## src/rtl/dd_pkg.sv

```systemverilog
// Package for the date difference block: pipeline control types, constants, calendar tables.
package dd_pkg;

  localparam int unsigned NumStages = 4;

  localparam int unsigned DayW   = 5;
  localparam int unsigned MonthW = 4;
  localparam int unsigned YearW  = 14;
  localparam int unsigned NumW   = 22;
  localparam int unsigned DiffW  = 23;

  localparam logic [YearW-1:0] YearMax = 14'd9999;

  // floor(x / 100) = (x * 5243) >> 19, exact for any 14-bit x
  localparam logic [12:0]  Div100Mul   = 13'd5243;
  localparam int unsigned  Div100Shift = 19;
  localparam int unsigned  ProdW       = 27;
  localparam int unsigned  QuotW       = 8;

  localparam logic [8:0]  DaysPerYear = 9'd365;
  localparam logic [6:0]  Hundred     = 7'd100;
  localparam logic [MonthW-1:0] MonthFeb = 4'd2;
  localparam logic [MonthW-1:0] MonthDec = 4'd12;

  localparam logic signed [DiffW-1:0] DiffMax = 23'sd3652059;

  typedef struct packed {
    logic [NumStages-1:0] en;  // stage load enable
    logic [NumStages-1:0] v;   // stage holds a beat
  } dd_ctrl_t;

  function automatic logic [DayW-1:0] dd_month_len(input logic [MonthW-1:0] m,
                                                   input logic leap);
    logic [DayW-1:0] len;
    case (m)
      4'd1, 4'd3, 4'd5, 4'd7, 4'd8, 4'd10, 4'd12: len = 5'd31;
      4'd4, 4'd6, 4'd9, 4'd11:                    len = 5'd30;
      4'd2:                                       len = leap ? 5'd29 : 5'd28;
      default:                                    len = 5'd0;
    endcase
    return len;
  endfunction

  function automatic logic [8:0] dd_days_before(input logic [MonthW-1:0] m);
    logic [8:0] n;
    case (m)
      4'd1:    n = 9'd0;
      4'd2:    n = 9'd31;
      4'd3:    n = 9'd59;
      4'd4:    n = 9'd90;
      4'd5:    n = 9'd120;
      4'd6:    n = 9'd151;
      4'd7:    n = 9'd181;
      4'd8:    n = 9'd212;
      4'd9:    n = 9'd243;
      4'd10:   n = 9'd273;
      4'd11:   n = 9'd304;
      4'd12:   n = 9'd334;
      default: n = 9'd0;
    endcase
    return n;
  endfunction

endpackage

```

## src/rtl/dd_pipe_ctrl.sv

```systemverilog
// Valid bits and stall-aware load enables for the four pipeline stages.
module dd_pipe_ctrl
  import dd_pkg::*;
(
  input  logic     clk_i,
  input  logic     rst_ni,
  input  logic     in_valid_i,
  input  logic     out_ready_i,
  output logic     in_ready_o,
  output dd_ctrl_t ctrl_o
);

  logic [NumStages-1:0] v_q, v_d, en;

  // a stage loads when empty or when its contents move on
  always_comb begin
    en[NumStages-1] = !v_q[NumStages-1] || out_ready_i;
    for (int k = NumStages - 2; k >= 0; k--) begin
      en[k] = !v_q[k] || en[k+1];
    end
    v_d = v_q;
    if (en[0]) begin
      v_d[0] = in_valid_i;
    end
    for (int k = 1; k < NumStages; k++) begin
      if (en[k]) begin
        v_d[k] = v_q[k-1];
      end
    end
  end

  always_ff @(posedge clk_i or negedge rst_ni) begin
    if (!rst_ni) begin
      v_q <= '0;
    end else begin
      v_q <= v_d;
    end
  end

  assign in_ready_o = en[0];
  assign ctrl_o.en  = en;
  assign ctrl_o.v   = v_q;

endmodule

```

## config.mk

```make
export PLATFORM = sky130hd
export DESIGN_NAME = dd_pipe_ctrl
export DESIGN_NICKNAME = d
export VERILOG_FILES = /design/src/rtl/dd_pkg.sv /design/src/rtl/dd_pipe_ctrl.sv
export SDC_FILE = /design/constraint.sdc
export NUM_CORES = 1
export LEC_CHECK = 0
export BUFFER_PORTS_ARGS = -buffer_cell sky130_fd_sc_hd__buf_2
export CAP_MARGIN = 10
export CORE_AREA = 4 4 41 43
export CTS_CLUSTER_DIAMETER = 200
export CTS_CLUSTER_SIZE = 30
export DETAILED_ROUTE_END_ITERATION = 8
export DIE_AREA = 0 0 45 47
export PLACE_DENSITY_LB_ADDON = 0.3
export SLEW_MARGIN = 20
export SYNTH_ARGS = -nofsm -noshare
export SYNTH_HDL_FRONTEND = slang
export SYNTH_SLANG_ARGS = --single-unit
```

## constraint.sdc

```tcl
create_clock -name clk_i -period 1.7 [get_ports clk_i]
set_clock_uncertainty 0.05 [all_clocks]
set_input_delay 0.34 -clock clk_i [delete_from_list [all_inputs] [get_ports clk_i]]
set_output_delay 0.34 -clock clk_i [all_outputs]
set_load 0.005 [all_outputs]
```

==> metrics.md <==
| Metric | Value |
|---|---|
| Status | complete, no violations |
| Mapped Cells | 14 |
| Largest register FFs | 4 |
| Worst EP arrival | about 1100 ps |
| Worst Hold Class | input pin to flop |
| R2R depth | 2 |
| WL/cell | about 10 um |
| Worst setup SP type | flop |
| Crit path time final | roughly 1400 ps |
| Post-Syn Area | 176 um^2 |
| Max FO, Critical Path | 4 |
| Worst Hold Depth | 2 |
| Final Slew Violations | 0 |
| Seq/Total Area, Yosys | 0.567 |
| Seq cells post-synth | 4 |
| H-tree levels | 1 |
| PD cells | approximately 1000 nW/um^2 |
| Vias per Instance | 3.73 |
| RR Startpoint | v_q[3]$_DFFE_PN0P_ |
| Unrepaired setup endpoints after global routing | no |
| Mean Syn Cell Area | approximately 13 um^2 |
| Leakage | about 0.13 nW |
| Total I/O pin count | 13 |
| Core region area | between 1000 and 1500 um^2 |
| Worst setup EP type | output pin |
| Setup TNS | 0 ps |
| Reg clk slew, reported paths | ~40 ps |
| Die height | ~47 um |
| Initial drt markers | 0 |
| Kind of critical path | flop to output pin |
| Final WL | 442 um |
| Synth area leaders | dfrtp_1, nand2b_1, nor2b_4 |
| CTS resizes | 0 |
| # clock sinks | 4 |
| Root Buffer | clkbuf_4 |
| GR Overflow Total | 0 |
| Period utilization | 0.846 |
| Net count after synthesis | 18 |
| Number of remaining DRC errors | 0 |
| Area delta synth->final | 58.9% |
| Worst hold endpoint | v_q[0]$_DFFE_PN0P_ |
| Die X | 45 um |
| Drt first pass iters | 1 |
| ANT nets after route | 0 |
| Dominant cell type by area after synthesis | dfrtp_1 |
| Max Clk Rate | a little under 0.7 GHz |
| Largest net degree at the start of global routing | 7 |
| Netlist cell types | 9 |
| Initial Util | 0.136 |
| Post-synth top area share | 0.567 |
| Gr usage total | 0.0546 |
| Final Hold Fails | 0 |
| Final setup violation count | 0 |
| Hold Crit Start | in_valid_i |
| Slew headroom | 0.887 |
| Initial antenna violation count | 0 |
| First-pass GRT wire length | between 700 and 800 um |
| Max Root-Sink Buffers | 2 |
| # hold bufs at CTS | 1 |
| Num CTS Buffers | 3 |
| Reg2Reg Setup Slack | about 800 ps |
| Worst Tran Pin Value | between 150 and 200 ps |
| GPL Wtd Cong | approximately 0.70 |
| CP Data Required Time | roughly 1300 ps |
| Diode count | 0 |
| Max Cap Viol | 0 |
| Peak VDD IR | slightly below 0.4 mV |
| Crit Reg-Reg Endpoint | v_q[0]$_DFFE_PN0P_ |
| Top reg by flops | v_q |
| Setup Buffers After CTS | 0 |
| Biggest regs | v_q x4 |
| Clock Latency Late Sink | between 200 and 250 ps |
| Number of global-route vias before repair | between 150 and 200 |
| Cell Rows | 13 |
| Layout net count | 35 |
| Fin util | 0.215 |
| Port buffer count | 12 |
| Die ar. | 2120 um^2 |
| Ys Warns | 0 |
| Layout cells sized above 1 | 0.552 |
| CTS tree | yes |
| Via count | 164 |
-- cell usage after synthesis --
master / n
nor2b_4: 1
buf_4: 1
a41o_1: 1
dfrtp_1: 4
nand3b_1: 1
nand4b_1: 1
nand2b_1: 3
inv_1: 1
nand4_1: 1
-- metrics by stage --
step                hold WS, ps  instance area (um^2)  cells  worst slack (ps)  total power, mW
CTS                         246                   280     44               235            0.289
floorplan                 -5.59                   176     14               486            0.140
global route                249                   280     44               174            0.304
detailed placement         95.4                   248     40               448            0.168
finish                      253                   280     44               263            0.281
global placement           93.3                   248     40               470            0.168
-- layout make-up --
class                           count  area (um^2)
Fill cell                         154         1020
Sequential cell                     4          100
Timing Repair Buffer               13         70.1
Multi-Input combinational cell      8         65.1
Clock buffer                        3         22.5
Tap cell                           15         18.8
Inverter                            1         3.75
-- placed cells by master (no fill, tap or decap), types with 3 or more instances in the layout --
| master | instances |
|---|---|
| clkbuf_4 | 3 |
| nand2b_1 | 3 |
| buf_2 | 12 |
| dfrtp_1 | 4 |
-- per-layer routing --
metal  GRT usage  share of wire  vias to the layer above
met4      0.0702              0                        0
met5           0              0                        -
met3      0.0153          0.097                        0
met1      0.0641           0.48                       77
li1            -              -                       78
met2      0.0706           0.42                        9
-- worst max-delay path: stages, from the launching register on --
cell and delay (ps):
dfrtp_1 380, nor2b_4 170, nand4_1 120, buf_2 150
-- logic make-up (layout without fill, tap and decap cells) --
kind of cell	Yosys count	in the layout	synth area share
AND/OR/NAND/NOR	7	7	0.312
flip-flops	4	4	0.567
buffers and inverters	2	17	0.0638
AO/OA/AOI/OAI	1	1	0.0567
-- where the power goes --
part	switching, mW	internal, mW	total, mW
combinational	0.0220	0.0289	0.0509
clock	0.0346	0.0787	0.113
sequential	0.0116	0.105	0.117
total	0.0682	0.213	0.281
-- how the worst max path moves through the flow --
stage,from,end,slack [ps]
global route,v_q[3]$_DFFE_PN0P_,in_ready_o,170
CTS,v_q[3]$_DFFE_PN0P_,ctrl_o[4],230
floorplan,v_q[3]$_DFFE_PN0P_,ctrl_o[4],490
detailed placement,out_ready_i,ctrl_o[4],450
global placement,out_ready_i,ctrl_o[4],470
finish,v_q[3]$_DFFE_PN0P_,ctrl_o[4],260
Power figures use the tool's default switching activity.
