<file path="src/rtl/dd_pkg.sv">
// Package for the date difference block: pipeline control types, constants, calendar tables.
package dd_pkg;

  localparam int unsigned NumStages = 4;

  localparam int unsigned DayW   = 5;
  localparam int unsigned MonthW = 4;
  localparam int unsigned YearW  = 14;
  localparam int unsigned NumW   = 22;
  localparam int unsigned DiffW  = 23;

  localparam logic [YearW-1:0] YearMax = 14'd9999;

  // floor(x / 100) = (x * 5243) >> 19, exact for any 14-bit x
  localparam logic [12:0]  Div100Mul   = 13'd5243;
  localparam int unsigned  Div100Shift = 19;
  localparam int unsigned  ProdW       = 27;
  localparam int unsigned  QuotW       = 8;

  localparam logic [8:0]  DaysPerYear = 9'd365;
  localparam logic [6:0]  Hundred     = 7'd100;
  localparam logic [MonthW-1:0] MonthFeb = 4'd2;
  localparam logic [MonthW-1:0] MonthDec = 4'd12;

  localparam logic signed [DiffW-1:0] DiffMax = 23'sd3652059;

  typedef struct packed {
    logic [NumStages-1:0] en;  // stage load enable
    logic [NumStages-1:0] v;   // stage holds a beat
  } dd_ctrl_t;

  function automatic logic [DayW-1:0] dd_month_len(input logic [MonthW-1:0] m,
                                                   input logic leap);
    logic [DayW-1:0] len;
    case (m)
      4'd1, 4'd3, 4'd5, 4'd7, 4'd8, 4'd10, 4'd12: len = 5'd31;
      4'd4, 4'd6, 4'd9, 4'd11:                    len = 5'd30;
      4'd2:                                       len = leap ? 5'd29 : 5'd28;
      default:                                    len = 5'd0;
    endcase
    return len;
  endfunction

  function automatic logic [8:0] dd_days_before(input logic [MonthW-1:0] m);
    logic [8:0] n;
    case (m)
      4'd1:    n = 9'd0;
      4'd2:    n = 9'd31;
      4'd3:    n = 9'd59;
      4'd4:    n = 9'd90;
      4'd5:    n = 9'd120;
      4'd6:    n = 9'd151;
      4'd7:    n = 9'd181;
      4'd8:    n = 9'd212;
      4'd9:    n = 9'd243;
      4'd10:   n = 9'd273;
      4'd11:   n = 9'd304;
      4'd12:   n = 9'd334;
      default: n = 9'd0;
    endcase
    return n;
  endfunction

endpackage

</file>
<file path="src/rtl/dd_diff.sv">
// Output stage: signed difference, end-day count and error masking.
module dd_diff
  import dd_pkg::*;
(
  input  logic                    clk_i,
  input  dd_ctrl_t                ctrl_i,
  input  logic                    inc_i,
  input  logic [NumW-1:0]         s_num_i,
  input  logic [NumW-1:0]         e_num_i,
  input  logic                    s_ok_i,
  input  logic                    e_ok_i,
  output logic signed [DiffW-1:0] diff_o,
  output logic                    err_o
);

  // include flag rides alongside the day-number stages
  logic [NumStages-2:0] inc_q;

  always_ff @(posedge clk_i) begin
    if (ctrl_i.en[0]) begin
      inc_q[0] <= inc_i;
    end
    for (int k = 1; k < NumStages - 1; k++) begin
      if (ctrl_i.en[k]) begin
        inc_q[k] <= inc_q[k-1];
      end
    end
  end

  logic signed [DiffW-1:0] raw, adj;
  logic                    ok;

  always_comb begin
    ok  = s_ok_i && e_ok_i;
    raw = $signed({1'b0, e_num_i}) - $signed({1'b0, s_num_i});
    // one more day away from zero; equal dates count as non-negative
    if (raw[DiffW-1]) begin
      adj = raw - DiffW'(inc_q[NumStages-2]);
    end else begin
      adj = raw + DiffW'(inc_q[NumStages-2]);
    end
  end

  logic signed [DiffW-1:0] diff_q;
  logic                    err_q;

  always_ff @(posedge clk_i) begin
    if (ctrl_i.en[NumStages-1]) begin
      diff_q <= ok ? adj : '0;
      err_q  <= !ok;
    end
  end

  assign diff_o = diff_q;
  assign err_o  = err_q;

endmodule

</file>
<file path="config.mk">
export PLATFORM = sky130hd
export DESIGN_NAME = dd_diff
export DESIGN_NICKNAME = d
export VERILOG_FILES = /design/src/rtl/dd_pkg.sv /design/src/rtl/dd_diff.sv
export SDC_FILE = /design/constraint.sdc
export NUM_CORES = 1
export LEC_CHECK = 0
export BUFFER_PORTS_ARGS = -buffer_cell sky130_fd_sc_hd__buf_2
export CAP_MARGIN = 25
export CORE_MARGIN = 2
export CORE_UTILIZATION = 47
export CTS_BUF_LIST = sky130_fd_sc_hd__clkbuf_4 sky130_fd_sc_hd__clkbuf_8
export DETAILED_ROUTE_END_ITERATION = 12
export GPL_TIMING_DRIVEN = 0
export HOLD_SLACK_MARGIN = 0.1
export PLACE_DENSITY = 0.68
export SLEW_MARGIN = 20
export SYNTH_ARGS = -nofsm -noshare
export SYNTH_HDL_FRONTEND = slang
export SYNTH_SLANG_ARGS = --single-unit
</file>
<file path="constraint.sdc">
create_clock -name clk_i -period 7.8 [get_ports clk_i]
set_input_delay 0.39 -clock clk_i [delete_from_list [all_inputs] [get_ports clk_i]]
set_output_delay 0.39 -clock clk_i [all_outputs]
set_load 0.1 [all_outputs]
</file>
==> metrics <==
status=finished clean; achievable frequency=around 190 MHz; via count of the routed design=3376; Hold Crit Class=input pin to flip-flop; PostCTS Resize Cnt=0; Hold Crit Endpoint=inc_q[0]$_DFFE_PP_; RSZ-0062 raised after global routing=false; power share of the clock group=0.095; measured slew at the worst slew-check pin=between 0.7 and 0.8 ns; CTS tree=built; Layout Skew=around 0.0038 ns; total negative slack=0 ns; Internal Power=between 0.4 and 0.5 mW; n_diodes=0; Gate power share=0.680; flop2flop setup slack=approximately 3.6 ns; mux cell area share after synthesis=0.02039; maximum vdd drop=between 80 and 90 µV; H-tree depth=1; DRC Markers=0; WHS=~0.3 ns; std cell rows=31; Synthesized Nets=between 500 and 600; MaxCap Viol Count=0; Compound-Gate Fraction of Synth Area=0.2422; critical path startpoint category=input pin; flops & latches, synth=27; post-DP HPWL=~6.7 mm; Root Buffer=clkbuf_8; global-route wire length before repair=approximately 14 mm; fin crit period=about 5.3 ns; GRT Resource Usage Total=0.1956; largest net degree at the start of global routing=25; Hold Startpoint=inc_i; 1st-pass router iterations=6; nets@finish=slightly below 600; distinct cell type count after synthesis=70; area of the core=7214 µm²; post-synth design cell area=approximately 3500 µm²; crit-path max FO=14; placed cell area=4011 µm²; final hold vios=0; die area=between 8000 and 9000 µm²; WL per Instance=~13 µm; vias in the first global route=2994; initial antenna violation count=0; Pins Over Slew Limit=0; clock-pin slew on the worst setup and hold paths=about 0.080 ns; Worst slew margin=0.4760; Async SR Flop Fraction=0; main combinational cell family by area after synthesis=compound AO/OA/AOI/OAI gates; grt ovf=0; sequential group share of total power=0.225; CTS Hold Buffers Added=0; CP Data Required Time=7.91 ns; sw power=0.4002 mW; drt total wl=about 8 mm; r2r endpoint=diff_o[18]$_SDFFCE_PN0P_; crit path DAT=between 5 and 6 ns; CTS buffer count=3; Net Sw Frac=0.4919; post-synthesis sequential area ratio=0.2318; GPL Wtd Cong=0.8620; Syn Inst Count=between 400 and 500; Reg2Reg Launch Point=inc_q[2]$_DFFE_PP_; Via density=around 5.7; Setup-failing EPs final=0; # clock sinks=27; CP endpoint kind=flip-flop; reg2reg path depth=14; Final Instance Area=just over 4000 µm²; synthesized-area fraction occupied by and/or/nand/nor cells=0.2308; fin crit share=0.6848; Mean Syn Cell Area=approximately 8.4 µm²; layout cells sized above 1=0.2032; Area Growth Syn to Fin=16.24%; CTS Buffer Depth=2; Die Y=roughly 90 µm; Iter 0 DRT Violations=about 270; clk_lat worst skew=0.26 ns; final antenna-violating net count=0; Synth Warn #=0; Power Density=about 200 nW/µm²; start point of the critical path=e_num_i[0]; setup bufs post-CTS=0; number of flops mapped to enable cells by yosys=27; Die Width=~90 µm; Adder-Cell Fraction of Synth Area=0.1403; # IOs=80; Hold Path Depth=1; Initial Util=0.4847; Post-synth top flop=edfxtp_1; post-layout util=0.5635; LEAKAGE=between 1.5 and 2 nW; Crit Path Class=input pin to flip-flop; Synth Area in XOR/XNOR=0.08945; Fillers=704; IO buf count=75
[kinds of logic after synthesis]
kind of cell | count (synthesis)
adders and majority gates | 38
and+or+nand+nor | 155
AOI/OAI and AO/OA | 115
DFF | 27
buffers and inverters | 41
muxes | 7
xor gates and xnor gates | 34
[final cells by class]
cell class	count	area [µm²]	area share
buffer	8	33.78	0.008310
clock buffer	4	48.80	0.01200
inverter	33	123.9	0.03047
multi-input combinational	349	2534	0.6233
sequential	27	810.8	0.1994
tap	99	123.9	0.03047
timing repair buffer	76	390.4	0.09603
[state kept, by name (all words and copies together) (netlist names)]
register	cells
diff_o	23
inc_q	3
err_o	1
[layer usage]
layer  vias to the layer above  share of wire  GRT usage
met5                         -              0          0
met4                         0          0.021    0.06282
met3                        14          0.051    0.01753
met2                       114           0.45     0.3183
met1                      1505           0.48     0.2754
li1                       1743              -          -
[synth_stat cells, types with 8 or more instances]
master / count / share of area
a21o_1: 12 / 0.026
a21oi_1: 30 / 0.043
a31oi_1: 10 / 0.018
and3_1: 11 / 0.020
edfxtp_1: 27 / 0.23
ha_1: 36 / 0.13
inv_1: 32 / 0.034
nand2_1: 29 / 0.031
nand3_1: 15 / 0.021
nand4_1: 9 / 0.016
nor2_1: 37 / 0.040
nor3_1: 9 / 0.013
o21a_1: 8 / 0.017
o21ai_0: 13 / 0.019
or3_1: 8 / 0.014
xnor2_1: 25 / 0.063
[worst max-delay path: stages]
cell and delay, ns:
buf_2 0.10, inv_1 0.05, ha_1 0.16, inv_1 0.06
fa_1 0.41, a21o_1 0.22, a221oi_4 0.34, o22ai_2 0.19
o211a_4 0.32, inv_2 0.17, buf_1 0.48, buf_8 0.23
fa_1 0.30, nand2_1 0.13, or3b_1 0.38, o32a_1 0.20
a31oi_1 0.25, a31o_2 0.25, a311oi_1 0.12, o21ai_2 0.22
mux2i_1 0.24, mux2i_1 0.21
[worst max-delay path by stage]
stage | to | slack, ns | cells past startpoint
floorplan | diff_o[22]$_SDFFCE_PN0P_ | 2.78 | 20
global placement | diff_o[18]$_SDFFCE_PN0P_ | 2.00 | 21
finish | diff_o[18]$_SDFFCE_PN0P_ | 2.46 | 22
global route | diff_o[17]$_SDFFCE_PN0P_ | 2.10 | 22
CTS | diff_o[18]$_SDFFCE_PN0P_ | 2.50 | 22
detailed placement | diff_o[18]$_SDFFCE_PN0P_ | 2.23 | 22
[per-stage QoR]
step | power [mW] | worst slack, ns | std cells
final | 0.8136 | 2.458 | 596
after global placement | 0.7195 | 2.000 | 591
after CTS | 0.8111 | 2.503 | 596
after detailed placement | 0.7329 | 2.230 | 592
after global routing | 0.8782 | 2.096 | 596
after floorplan | 0.6275 | 2.778 | 417
[layout by cell type (no fill, tap or decap), types with 3 or more instances in the layout]
cell | Yosys | routed
and4_1 | 3 | 3
a311oi_1 | 3 | 3
o31ai_1 | 3 | 3
ha_1 | 36 | 36
nand3_1 | 15 | 15
nand4b_1 | 3 | 3
o2111ai_1 | 3 | 3
o21a_1 | 8 | 8
clkbuf_8 | 0 | 3
a21oi_1 | 30 | 30
nor4_1 | 6 | 6
or3_1 | 8 | 8
o21ai_0 | 13 | 13
nand2_1 | 29 | 29
xnor2_1 | 25 | 25
and3_1 | 11 | 11
and2_1 | 4 | 4
o22ai_1 | 3 | 3
nor2b_1 | 5 | 5
xor2_1 | 7 | 7
mux2i_1 | 6 | 6
nand4_1 | 9 | 9
nor2_1 | 37 | 37
buf_2 | 3 | 78
clkbuf_1 | 3 | 3
a31oi_1 | 10 | 10
inv_1 | 32 | 32
a211o_1 | 3 | 3
a21o_1 | 12 | 12
nor3_1 | 9 | 9
nand2b_1 | 5 | 5
edfxtp_1 | 27 | 27
[power by group through the flow]
stage / sequential [mW] / combinational [mW] / clock, mW
6_report: 0.183 / 0.553 / 0.0773
5_1_grt: 0.186 / 0.607 / 0.0861
4_1_cts: 0.184 / 0.548 / 0.0798
3_5_place_dp: 0.187 / 0.546 / 0
3_3_place_gp: 0.187 / 0.533 / 0
2_1_floorplan: 0.286 / 0.341 / 0
Note: power is estimated with default switching activity, not from simulation.
