**config.mk**
```make
export PLATFORM = sky130hd
export DESIGN_NAME = dd_date_num
export DESIGN_NICKNAME = d
export VERILOG_FILES = /design/src/rtl/dd_pkg.sv /design/src/rtl/dd_date_num.sv
export SDC_FILE = /design/constraint.sdc
export NUM_CORES = 1
export LEC_CHECK = 0
export BUFFER_PORTS_ARGS = -buffer_cell sky130_fd_sc_hd__buf_2
export CAP_MARGIN = 40
export CORE_MARGIN = 2
export CORE_UTILIZATION = 65
export DETAILED_ROUTE_END_ITERATION = 12
export GPL_TIMING_DRIVEN = 0
export PLACE_DENSITY = 0.85
export REMOVE_ABC_BUFFERS = 1
export SETUP_SLACK_MARGIN = 0.1
export SLEW_MARGIN = 30
export SYNTH_ARGS = -nofsm -noshare
export SYNTH_HDL_FRONTEND = slang
export SYNTH_SLANG_ARGS = --single-unit
```
**constraint.sdc**
```tcl
create_clock -name clk_i -period 10 [get_ports clk_i]
set_input_delay 1 -clock clk_i [delete_from_list [all_inputs] [get_ports clk_i]]
set_output_delay 1 -clock clk_i [all_outputs]
set_load 0.005 [all_outputs]
```
**src/rtl/dd_pkg.sv**
```systemverilog
// Package for the date difference block: pipeline control types, constants, calendar tables.
package dd_pkg;

  localparam int unsigned NumStages = 4;

  localparam int unsigned DayW   = 5;
  localparam int unsigned MonthW = 4;
  localparam int unsigned YearW  = 14;
  localparam int unsigned NumW   = 22;
  localparam int unsigned DiffW  = 23;

  localparam logic [YearW-1:0] YearMax = 14'd9999;

  // floor(x / 100) = (x * 5243) >> 19, exact for any 14-bit x
  localparam logic [12:0]  Div100Mul   = 13'd5243;
  localparam int unsigned  Div100Shift = 19;
  localparam int unsigned  ProdW       = 27;
  localparam int unsigned  QuotW       = 8;

  localparam logic [8:0]  DaysPerYear = 9'd365;
  localparam logic [6:0]  Hundred     = 7'd100;
  localparam logic [MonthW-1:0] MonthFeb = 4'd2;
  localparam logic [MonthW-1:0] MonthDec = 4'd12;

  localparam logic signed [DiffW-1:0] DiffMax = 23'sd3652059;

  typedef struct packed {
    logic [NumStages-1:0] en;  // stage load enable
    logic [NumStages-1:0] v;   // stage holds a beat
  } dd_ctrl_t;

  function automatic logic [DayW-1:0] dd_month_len(input logic [MonthW-1:0] m,
                                                   input logic leap);
    logic [DayW-1:0] len;
    case (m)
      4'd1, 4'd3, 4'd5, 4'd7, 4'd8, 4'd10, 4'd12: len = 5'd31;
      4'd4, 4'd6, 4'd9, 4'd11:                    len = 5'd30;
      4'd2:                                       len = leap ? 5'd29 : 5'd28;
      default:                                    len = 5'd0;
    endcase
    return len;
  endfunction

  function automatic logic [8:0] dd_days_before(input logic [MonthW-1:0] m);
    logic [8:0] n;
    case (m)
      4'd1:    n = 9'd0;
      4'd2:    n = 9'd31;
      4'd3:    n = 9'd59;
      4'd4:    n = 9'd90;
      4'd5:    n = 9'd120;
      4'd6:    n = 9'd151;
      4'd7:    n = 9'd181;
      4'd8:    n = 9'd212;
      4'd9:    n = 9'd243;
      4'd10:   n = 9'd273;
      4'd11:   n = 9'd304;
      4'd12:   n = 9'd334;
      default: n = 9'd0;
    endcase
    return n;
  endfunction

endpackage

```
**src/rtl/dd_date_num.sv**
```systemverilog
// Three-stage serial day number and validity check for one date.
module dd_date_num
  import dd_pkg::*;
(
  input  logic              clk_i,
  input  dd_ctrl_t          ctrl_i,
  input  logic [DayW-1:0]   day_i,
  input  logic [MonthW-1:0] month_i,
  input  logic [YearW-1:0]  year_i,
  output logic [NumW-1:0]   num_o,
  output logic              ok_o
);

  // stage 1: year - 1 and both quotients by 100
  logic [ProdW-1:0]  y_prod, p_prod;
  logic [YearW-1:0]  p_1;
  logic [DayW-1:0]   d_q1;
  logic [MonthW-1:0] m_q1;
  logic [YearW-1:0]  y_q1, p_q1;
  logic [QuotW-1:0]  yq_q1, pq_q1;

  assign p_1    = year_i - YearW'(1);
  assign y_prod = ProdW'(year_i) * ProdW'(Div100Mul);
  assign p_prod = ProdW'(p_1) * ProdW'(Div100Mul);

  always_ff @(posedge clk_i) begin
    if (ctrl_i.en[0]) begin
      d_q1  <= day_i;
      m_q1  <= month_i;
      y_q1  <= year_i;
      p_q1  <= p_1;
      yq_q1 <= y_prod[Div100Shift +: QuotW];
      pq_q1 <= p_prod[Div100Shift +: QuotW];
    end
  end

  // stage 2: leap rule, validity, 365 * p and the leap-day correction
  logic [14:0]     yq100;
  logic            cent, leap, ok_2;
  logic [DayW-1:0] len;
  logic [11:0]     corr_2;
  logic [8:0]      moff_2;
  logic [NumW-1:0] p365_q2;
  logic [11:0]     corr_q2;
  logic [8:0]      moff_q2;
  logic            ok_q2;

  always_comb begin
    yq100  = 15'(yq_q1) * 15'(Hundred);
    cent   = (yq100 == 15'(y_q1));
    leap   = ((y_q1[1:0] == 2'd0) && !cent) || (cent && (yq_q1[1:0] == 2'd0));
    len    = dd_month_len(m_q1, leap);
    ok_2   = (y_q1 != '0) && (y_q1 <= YearMax) &&
             (m_q1 inside {[4'd1:MonthDec]}) &&
             (d_q1 != '0) && (d_q1 <= len);
    corr_2 = 12'(p_q1 >> 2) - 12'(pq_q1) + 12'(pq_q1 >> 2);
    moff_2 = dd_days_before(m_q1) + 9'(d_q1) + 9'((m_q1 > MonthFeb) && leap);
  end

  always_ff @(posedge clk_i) begin
    if (ctrl_i.en[1]) begin
      p365_q2 <= NumW'(p_q1) * NumW'(DaysPerYear);
      corr_q2 <= corr_2;
      moff_q2 <= moff_2;
      ok_q2   <= ok_2;
    end
  end

  // stage 3: final sum
  logic [NumW-1:0] num_q3;
  logic            ok_q3;

  always_ff @(posedge clk_i) begin
    if (ctrl_i.en[2]) begin
      num_q3 <= p365_q2 + NumW'(corr_q2) + NumW'(moff_q2);
      ok_q3  <= ok_q2;
    end
  end

  assign num_o = num_q3;
  assign ok_o  = ok_q3;

endmodule

```
==> results.py, run 1 <==
metrics = {
    "status": {
        "outcome": "finished, final reports clean",
    },
    "place": {
        "buffers_on_ports": 49,
        "globalplace.congestion": 0.946,
        "dp.final_hpwl_um": 26700,
    },
    "die": {
        "ios": 55,
        "initial_core_util_pct": 65.8,
        "fp-row-count": 58,
        "dieHeight_um": 163,
        "dieWidth_um": 163,
        "die_area_um2": 26600,
        "core_region_area_um2": 25000,
    },
    "global_routing": {
        "grt_start_max_net_pins": 59,
        "overflow": 0,
        "first_global_vias": 11972,
        "initial_antenna_violation_count": 0,
        "global_route.usage.total_pct": 26.9,
        "wire_length_of_the_first_global_routing_pass_um": 56400,
    },
    "worst_setup_path": {
        "timing.critical_path.required_ns": 10.16,
        "worst-setup-path-type": "input pin to register",
        "worst_ep_arrival_time_ns": 7.73,
        "reg2regPathDepth": 19,
        "path_max_fanout": 9,
        "worst_r2r_endpoint": "moff_q2[8]$_DFFE_PP_",
        "r2r-start": "yq_q1[1]$_DFFE_PP_",
        "worstPathCellList": "buf_2 > inv_1 > ha_1 > o21ai_0 > a21boi_0 > nand3_1 > xnor2_1 > inv_1 > ha_1 > fa_1 > fa_1 > inv_1 > fa_1 > fa_1 > inv_1 > ha_1 > nand4_1 > a21o_1 > nor3_1 > nor3_2 > a22oi_1 > a21oi_1 > xnor2_1",
        "setup.reg_to_reg.worst_slack_ns": 4.62,
        "critPathLaunchType": "input pin",
        "cp_slowest_stage_delay_ns": 0.56,
        "worst_setup_path_end_kind": "register",
        "cp_slowest_cell": "fa_1",
    },
    "route": {
        "first_pass_iters": 5,
        "final_antenna_net_count": 0,
        "wl_per_cell_um": 17.1,
        "number_of_vias_per_cell_after_detailed_routing": 5.67,
        "postRouteWirelength_um": 33400,
        "detail_route.iter0.violations": 711,
        "drc": 0,
        "detailroute.via_count": 11074,
    },
    "timing": {
        "timing.final.crit_period_ns": 7.57,
        "worstMarginPinSlew_ns": 0.772,
        "final-setup-viol-count": 0,
        "fin_crit_sh_pct": 75.7,
        "clock_skew_after_layout_ns": 0.0158,
        "slew_violations": 0,
        "timing_limited_maximum_frequency_ghz": 0.132,
        "timing.setup.tns_ns": 0,
        "grt_setup_unrepaired": "no",
        "timing.slew.headroom_pct": 48.2,
        "final_count_of_hold_timing_violations": 0,
    },
    "synthesis": {
        "synth.top_cell.area_share_pct": 25.5,
        "syn-cell-area_um2": 16500,
        "synth.ff_latch_count": 129,
        "synth.most_common_cell": "inv_1",
        "yosys_warnings": 0,
        "syn-instance-count": 1536,
        "synth_top_cells_by_count": "inv_1 (380), ha_1 (336), fa_1 (188), edfxtp_1 (120), xnor2_1 (77)",
        "async_sr_flop_fraction_pct": 0,
        "yosys-top-cells-area": "ha_1 (26%), fa_1 (23%), edfxtp_1 (22%), inv_1 (8.7%), xnor2_1 (4.1%)",
        "seq_area_frac_synth_pct": 23.0,
        "synth_cell_types": 65,
        "synth_edf_count": 120,
        "synth_area_per_cell_um2": 10.7,
        "post-synth-top-area-cell": "ha_1",
        "commonest_register_cell_after_synthesis": "edfxtp_1",
    },
    "clock_tree": {
        "cts-buffers-inserted": 17,
        "clock_sinks": 129,
        "clock_path_buffers": 2,
        "cts_hold_buf": 0,
        "clock_h_tree_levels": 4,
        "clock-root-buffer": "clkbuf_16",
        "cts.repair.resized": 0,
        "post-cts-setup-buffer-count": 0,
        "clock_transition_at_the_register_clock_pins_on_the_worst_setup_and_hold_paths_after_cts_ns": 0.06,
        "clock_network_latency_to_the_later_pin_of_the_worst_skew_pair_ns": 0.43,
        "cts_tree": "yes",
    },
    "hold_path": {
        "min_to": "ok_o$_DFFE_PP_",
        "worstHoldPathType": "register to register",
        "worst_hold_startpoint": "ok_q2$_DFFE_PP_",
        "hold-path-cell-count": 0,
    },
    "layout": {
        "layout-drive-gt1-share_pct": 6.71,
        "antennaDiodeCount": 0,
        "area_growth_pct": 8.21,
        "nNetsFinal": 2167,
    },
    "job": {
        "max_cap_violations": 0,
    },
}
cells by family (layout without fill, tap and decap cells):
family	Yosys count	count (layout)	synth area share [%]
flip-flops	129	129	23.0
multiplexers	8	8	0.494
adder cells (fa/ha/maj)	524	524	48.4
XOR/XNOR	103	103	5.52
AND/OR/NAND/NOR	193	193	5.99
AO/OA/AOI/OAI	197	197	7.93
buffers and inverters	382	470	8.71
area by class of cell:
type	count	area, µm²
well taps	330	413
flip-flops and latches	129	3780
clock buffers	19	433
repair buffers	57	313
multi-input cells	1025	11300
inverters	381	1430
fillers	1663	7220
clock inverters	13	183
critical path: cells and delay by family:
kind	cells	cell delay, ns
AO/OA/AOI/OAI	5	1.25
AND/OR/NAND/NOR	4	0.75
XOR/XNOR	2	0.67
buffers and inverters	5	0.99
adder cells (fa/ha/maj)	7	3.03
worst max path at each step:
stage | start | end | slack [ns] | cells after the start
2_1_floorplan | year_i[1] | pq_q1[3]$_DFFE_PP_ | 3.10 | 24
5_1_grt | year_i[0] | pq_q1[7]$_DFFE_PP_ | 2.07 | 23
4_1_cts | year_i[0] | pq_q1[7]$_DFFE_PP_ | 2.51 | 23
3_3_place_gp | year_i[1] | pq_q1[3]$_DFFE_PP_ | 2.11 | 25
3_5_place_dp | year_i[0] | pq_q1[7]$_DFFE_PP_ | 2.10 | 23
6_report | year_i[0] | pq_q1[7]$_DFFE_PP_ | 2.43 | 23
per-stage QoR:
stage	std cells	util [%]	worst slack [ns]	hold WS (ns)	cell area [µm²]
2_1_floorplan	1535	-	3.10	0.400	16500
5_1_grt	1954	71.2	2.07	0.486	17800
3_5_place_dp	1916	68.6	2.10	0.438	17200
3_3_place_gp	1914	68.4	2.11	0.443	17100
4_1_cts	1948	71.0	2.51	0.468	17800
6_report	1954	71.2	2.43	0.460	17800
cells in the final DEF, fill, tap and decap left out, types with 12 or more instances in the layout:
cell         n
xnor2_1     75
buf_2       54
nand3_1     17
nor2_1      45
fa_1       188
a21oi_1     52
edfxtp_1   120
nor2b_1     19
a21o_1      18
o21a_1      16
nand2b_1    12
ha_1       336
clkbuf_16   17
inv_1      380
nand2_1     43
o21ai_0     34
xor2_1      25
per-layer routing:
| layer | GRT usage, % | wire [µm] | up-vias |
|---|---|---|---|
| li1 | - | - | 5216 |
| met1 | 32.2 | 13500 | 5397 |
| met2 | 49.4 | 17500 | 357 |
| met3 | 2.79 | 1330 | 104 |
| met4 | 10.8 | 1130 | 0 |
| met5 | 0 | 0 | - |
flip-flops by register name, summed over array words and instances (netlist names), 5 cells and up, named ones only:
signal   flops
corr_q2     12
d_q1         5
moff_q2      9
num_o       22
p365_q2     22
p_q1        14
pq_q1        8
y_q1        14
yq_q1        8
Power of run 1 is not shown: default switching activity piles up to over one toggle a cycle in this logic, so the estimate is an artifact.
==> run 2: changes to the inputs <==
--- a/config.mk
+++ b/config.mk
@@ -5,13 +5,14 @@
 export SDC_FILE = /design/constraint.sdc
 export NUM_CORES = 1
 export LEC_CHECK = 0
+export ABC_AREA = 1
 export BUFFER_PORTS_ARGS = -buffer_cell sky130_fd_sc_hd__buf_2
 export CAP_MARGIN = 40
 export CORE_MARGIN = 2
-export CORE_UTILIZATION = 65
+export CORE_UTILIZATION = 59
 export DETAILED_ROUTE_END_ITERATION = 12
 export GPL_TIMING_DRIVEN = 0
-export PLACE_DENSITY = 0.85
+export PLACE_DENSITY = 0.81
 export REMOVE_ABC_BUFFERS = 1
 export SETUP_SLACK_MARGIN = 0.1
 export SLEW_MARGIN = 30
==> constraint.sdc (replaced) <==
create_clock -name clk_i -period 6.3 [get_ports clk_i]
set_input_delay 0.63 -clock clk_i [delete_from_list [all_inputs] [get_ports clk_i]]
set_output_delay 0.63 -clock clk_i [all_outputs]
set_load 0.005 [all_outputs]
==> results.py, run 2 <==
metrics = {
    "status": {
        "outcome": "finished, final reports clean",
    },
    "worst_setup_path": {
        "timing.critical_path.from": "year_i[0]",
        "setup.reg_to_reg.worst_slack_ns": 1.50,
        "path_max_fanout": 11,
        "reg2regPathDepth": 22,
        "cp_slowest_cell": "fa_1",
        "worst_setup_path_endpoint": "pq_q1[3]$_DFFE_PP_",
        "worstPathCellList": "clkbuf_4 > clkinvlp_4 > ha_1 > o21ai_2 > nand2_1 > nand3_1 > xor2_2 > inv_1 > ha_1 > fa_1 > fa_1 > inv_1 > fa_1 > fa_1 > inv_1 > ha_1 > a21oi_1 > o21a_1 > o21ai_0 > a21oi_1 > nand2_1 > nand2_1 > nand2_1",
        "worst-setup-path-type": "input pin to register",
        "r2r-start": "yq_q1[3]$_DFFE_PP_",
        "worst_ep_arrival_time_ns": 6.26,
        "timing.critical_path.required_ns": 6.48,
        "cp_slowest_stage_delay_ns": 0.55,
        "critPathLaunchType": "input pin",
        "worst_r2r_endpoint": "moff_q2[8]$_DFFE_PP_",
        "worst_setup_path_end_kind": "register",
    },
    "global_routing": {
        "wire_length_of_the_first_global_routing_pass_um": 63100,
        "initial_antenna_violation_count": 0,
        "overflow": 0,
        "first_global_vias": 13396,
        "grt_start_max_net_pins": 61,
        "global_route.usage.total_pct": 25.5,
    },
    "synthesis": {
        "yosys-top-cells-area": "ha_1 (24%), fa_1 (21%), edfxtp_1 (20%), inv_1 (11%), nand2_1 (6.3%)",
        "synth.most_common_cell": "inv_1",
        "async_sr_flop_fraction_pct": 0,
        "commonest_register_cell_after_synthesis": "edfxtp_1",
        "synth_top_cells_by_count": "inv_1 (498), ha_1 (336), nand2_1 (298), fa_1 (188), edfxtp_1 (120)",
        "synth_edf_count": 120,
        "synth_area_per_cell_um2": 9.14,
        "seq_area_frac_synth_pct": 21.4,
        "yosys_warnings": 0,
        "synth.ff_latch_count": 129,
        "synth.top_cell.area_share_pct": 23.8,
        "post-synth-top-area-cell": "ha_1",
        "syn-cell-area_um2": 17700,
        "syn-instance-count": 1935,
        "synth_cell_types": 46,
    },
    "clock_tree": {
        "clock_network_latency_to_the_later_pin_of_the_worst_skew_pair_ns": 0.42,
        "clock-root-buffer": "clkbuf_16",
        "clock_sinks": 129,
        "cts_tree": "yes",
        "clock_h_tree_levels": 4,
        "clock_path_buffers": 2,
        "clock_transition_at_the_register_clock_pins_on_the_worst_setup_and_hold_paths_after_cts_ns": 0.06,
        "cts-buffers-inserted": 17,
    },
    "layout": {
        "fin_area_um2": 19200,
        "area_of_the_multi_input_gates_um2": 12100,
        "layout_commonest_cell": "inv_1",
        "seqCellArea_um2": 3780,
        "fillerInstances": 2264,
        "area_growth_pct": 8.53,
        "antennaDiodeCount": 0,
        "layout-drive-gt1-share_pct": 6.50,
        "nNetsFinal": 2575,
        "layout_common_cells": "inv_1 (496), ha_1 (336), nand2_1 (298), fa_1 (188), edfxtp_1 (120)",
    },
    "route": {
        "final_antenna_net_count": 0,
        "wl_per_cell_um": 16.0,
        "postRouteWirelength_um": 38900,
        "detailroute.via_count": 13015,
        "number_of_vias_per_cell_after_detailed_routing": 5.37,
        "drc": 0,
        "first_pass_iters": 7,
        "detail_route.iter0.violations": 960,
    },
    "die": {
        "dieHeight_um": 177,
        "die_area_um2": 31400,
        "fp-row-count": 63,
        "core_region_area_um2": 29600,
        "dieWidth_um": 177,
        "ios": 55,
        "initial_core_util_pct": 59.8,
    },
    "timing": {
        "timing_limited_maximum_frequency_ghz": 0.164,
        "final_count_of_hold_timing_violations": 0,
        "timing.slew.headroom_pct": 43.0,
        "timing.final.crit_period_ns": 6.08,
        "fin_crit_sh_pct": 96.5,
        "worstMarginPinSlew_ns": 0.852,
        "clock_skew_after_layout_ns": 0.0120,
        "grt_setup_unrepaired": "yes",
        "final-setup-viol-count": 0,
        "slew_violations": 0,
    },
    "place": {
        "dp.final_hpwl_um": 31600,
        "globalplace.congestion": 0.932,
        "buffers_on_ports": 49,
        "placement_stage_cell_area_um2": 18400,
    },
    "job": {
        "max_cap_violations": 0,
    },
    "hold_path": {
        "worstHoldPathType": "input pin to register",
    },
}
[run 2: critical path, delay by kind of cell]
| family | cells | cell delay [ns] |
|---|---|---|
| XOR/XNOR | 1 | 0.42 |
| AND/OR/NAND/NOR | 5 | 0.52 |
| AO/OA/AOI/OAI | 5 | 0.92 |
| adder cells (fa/ha/maj) | 7 | 3.06 |
| buffers and inverters | 5 | 0.71 |
[run 2: layout make-up]
type	count	area share (%)
Multi-Input combinational cell	1303	62.9
Sequential cell	129	19.7
Clock inverter	15	0.619
Clock buffer	17	2.22
Inverter	503	9.86
Tap cell	390	2.54
Timing Repair Buffer	65	2.11
[run 2: repair_timing]
| action | in CTS | in global routing |
|---|---|---|
| gates cloned | 0 | 0 |
| pin swaps | 0 | 3 |
| buffers inserted | 1 | 13 |
| hold buffers | 0 | 0 |
| endpoints found under the setup margin | 5 | 8 |
| hold endpoints to repair | 0 | 0 |
| resized for setup | 3 | 10 |
[run 2: worst min-delay path by stage]
stage / cells after the start / end / slack [ns] / startpoint
2_1_floorplan: 0 / ok_o$_DFFE_PP_ / 0.40 / ok_q2$_DFFE_PP_
3_3_place_gp: 0 / ok_o$_DFFE_PP_ / 0.42 / ok_q2$_DFFE_PP_
3_5_place_dp: 0 / ok_o$_DFFE_PP_ / 0.43 / ok_q2$_DFFE_PP_
4_1_cts: 1 / d_q1[2]$_DFFE_PP_ / 0.37 / day_i[2]
5_1_grt: 1 / d_q1[2]$_DFFE_PP_ / 0.37 / day_i[2]
6_report: 1 / d_q1[2]$_DFFE_PP_ / 0.38 / day_i[2]
[run 2: routing by layer]
layer | track usage, % | vias to the layer above | wire length [µm]
met5 | 0 | - | 0
met3 | 2.64 | 116 | 1850
met4 | 9.61 | 0 | 1440
met1 | 30.9 | 6229 | 15300
met2 | 46.8 | 386 | 20200
li1 | - | 6284 | -
[run 2: stage by stage]
stage	TNS (ns)	hold slack, ns	instances	setup WS, ns	utilization (%)
after floorplan	0	0.400	1935	0.381	-
after global placement	-2.98	0.423	2374	-0.471	62.3
after detailed placement	-3.16	0.427	2375	-0.556	62.3
after CTS	0	0.372	2408	0.114	64.3
after global routing	-0.0577	0.374	2422	-0.0577	64.9
final	0	0.377	2422	0.221	64.9
[run 2: cell families after synthesis]
logic type / Yosys count / share of synthesized area [%]
adders and majority gates: 524 / 45.1
and+or+nand+nor: 506 / 12.0
buffers and inverters: 503 / 10.7
AOI/OAI and AO/OA: 186 / 6.31
DFF: 129 / 21.4
xor gates and xnor gates: 87 / 4.54
Power of run 2 is left out for the same reason.
==> run 3: changes to the inputs <==
==> constraint.sdc (replaced) <==
create_clock -name clk_i -period 6.3 [get_ports clk_i]
set_input_delay 0.315 -clock clk_i [delete_from_list [all_inputs] [get_ports clk_i]]
set_output_delay 0.315 -clock clk_i [all_outputs]
set_load 0.005 [all_outputs]
==> results.py, run 3 (same netlist as run 2, synthesis figures left out) <==
metrics = {
    "route": {
        "postRouteWirelength_um": 37700,
        "detail_route.iter0.violations": 891,
        "drc": 0,
        "wl_per_cell_um": 15.6,
        "first_pass_iters": 5,
        "number_of_vias_per_cell_after_detailed_routing": 5.33,
        "final_antenna_net_count": 0,
        "detailroute.via_count": 12841,
    },
    "timing": {
        "final_count_of_hold_timing_violations": 0,
        "timing.final.crit_period_ns": 5.91,
        "fin_crit_sh_pct": 93.7,
        "timing_limited_maximum_frequency_ghz": 0.169,
        "slew_violations": 0,
        "clock_skew_after_layout_ns": 0.0131,
        "worstMarginPinSlew_ns": 0.871,
        "final-setup-viol-count": 0,
        "timing.slew.headroom_pct": 41.7,
        "final_critical_path_setup_slack_ns": 0.394,
        "grt_setup_unrepaired": "yes",
    },
    "die": {
        "die_area_um2": 31400,
        "initial_core_util_pct": 59.8,
        "dieHeight_um": 177,
        "ios": 55,
        "fp-row-count": 63,
        "dieWidth_um": 177,
        "core_region_area_um2": 29600,
    },
    "worst_setup_path": {
        "worst_setup_path_end_kind": "register",
        "worst_r2r_endpoint": "moff_q2[8]$_DFFE_PP_",
        "reg2regPathDepth": 22,
        "worst-path-buf-inv": 6,
        "worst_path_dominant_cell_family": "adder cells",
        "worst_ep_arrival_time_ns": 6.09,
        "cp_slowest_cell": "fa_1",
        "worst-setup-path-type": "input pin to register",
        "critPathLaunchType": "input pin",
        "path_max_fanout": 11,
        "setup.reg_to_reg.worst_slack_ns": 1.51,
        "r2r-start": "yq_q1[3]$_DFFE_PP_",
        "crit_path_frequent_cell": "nand2_1",
        "cp_slowest_stage_delay_ns": 0.58,
        "timing.critical_path.required_ns": 6.48,
    },
    "global_routing": {
        "wire_length_of_the_first_global_routing_pass_um": 63000,
        "first_global_vias": 13403,
        "global_route.usage.total_pct": 25.5,
        "overflow": 0,
        "grt_start_max_net_pins": 61,
        "initial_antenna_violation_count": 0,
    },
    "hold_path": {
        "worstHoldPathType": "input pin to register",
        "worst_hold_startpoint": "day_i[2]",
        "hold-path-cell-count": 1,
        "min_to": "d_q1[2]$_DFFE_PP_",
    },
    "clock_tree": {
        "cts_tree": "yes",
        "post-cts-setup-buffer-count": 0,
        "cts_hold_buf": 0,
        "cts.repair.resized": 0,
        "clock_sinks": 129,
        "clock_transition_at_the_register_clock_pins_on_the_worst_setup_and_hold_paths_after_cts_ns": 0.07,
        "clock-root-buffer": "clkbuf_16",
        "clock_network_latency_to_the_later_pin_of_the_worst_skew_pair_ns": 0.43,
        "cts-buffers-inserted": 17,
        "clock_h_tree_levels": 4,
        "clock_path_buffers": 2,
    },
    "layout": {
        "antennaDiodeCount": 0,
        "layout-drive-gt1-share_pct": 5.70,
        "layout_commonest_cell": "inv_1",
        "nNetsFinal": 2561,
        "area_growth_pct": 7.67,
        "layout_common_cells": "inv_1 (497), ha_1 (336), nand2_1 (298), fa_1 (188), edfxtp_1 (120)",
    },
    "status": {
        "outcome": "finished, final reports clean",
    },
    "place": {
        "dp.final_hpwl_um": 31600,
        "buffers_on_ports": 49,
        "globalplace.congestion": 0.932,
        "pre_cts_slack_ns": -0.241,
    },
    "job": {
        "max_cap_violations": 0,
    },
}
run 3: cell types whose count changed in the layout (fill, tap and decap cells not counted), sizes merged:
cell	change
clkbuf	-2
buf	-12
clkinvlp	-1
inv	+1
run 3: through the flow:
stage	instance area (µm²)	utilization (%)	setup TNS, ns	cells	hold slack (ns)
4_1_cts	19000	64.2	0	2407	0.0570
3_5_place_dp	18400	62.3	-0.795	2375	0.427
6_report	19000	64.4	0	2408	0.0621
2_1_floorplan	17700	-	0	1935	0.400
3_3_place_gp	18400	62.3	-0.574	2374	0.423
5_1_grt	19000	64.4	0	2408	0.0593
run 3: cell type report:
type,instances,area (µm²)
timing repair buffer,51,283
sequential,129,3780
inverter,503,1890
fill,2312,10500
clock inverter,15,119
multi-input combinational,1303,12100
tap,390,488
clock buffer,17,425
run 3: worst max-delay path by stage:
stage | start | end | slack [ns] | cells after the start
6_report | year_i[0] | pq_q1[3]$_DFFE_PP_ | 0.39 | 25
5_1_grt | year_i[7] | pq_q1[2]$_DFFE_PP_ | 0.1 | 28
4_1_cts | year_i[0] | pq_q1[6]$_DFFE_PP_ | 0.21 | 23
3_5_place_dp | year_i[0] | pq_q1[6]$_DFFE_PP_ | -0.24 | 23
3_3_place_gp | year_i[8] | pq_q1[3]$_DFFE_PP_ | -0.16 | 25
2_1_floorplan | year_i[4] | pq_q1[3]$_DFFE_PP_ | 0.70 | 25
run 3: layer usage:
metal,track usage [%],part of all wire (%),vias to the layer above
met5,0,0,-
met4,9.44,3.3,0
met3,2.58,4.5,89
met2,46.7,52,366
met1,30.8,40,6124
li1,-,-,6262
Power of run 3 is left out for the same reason.
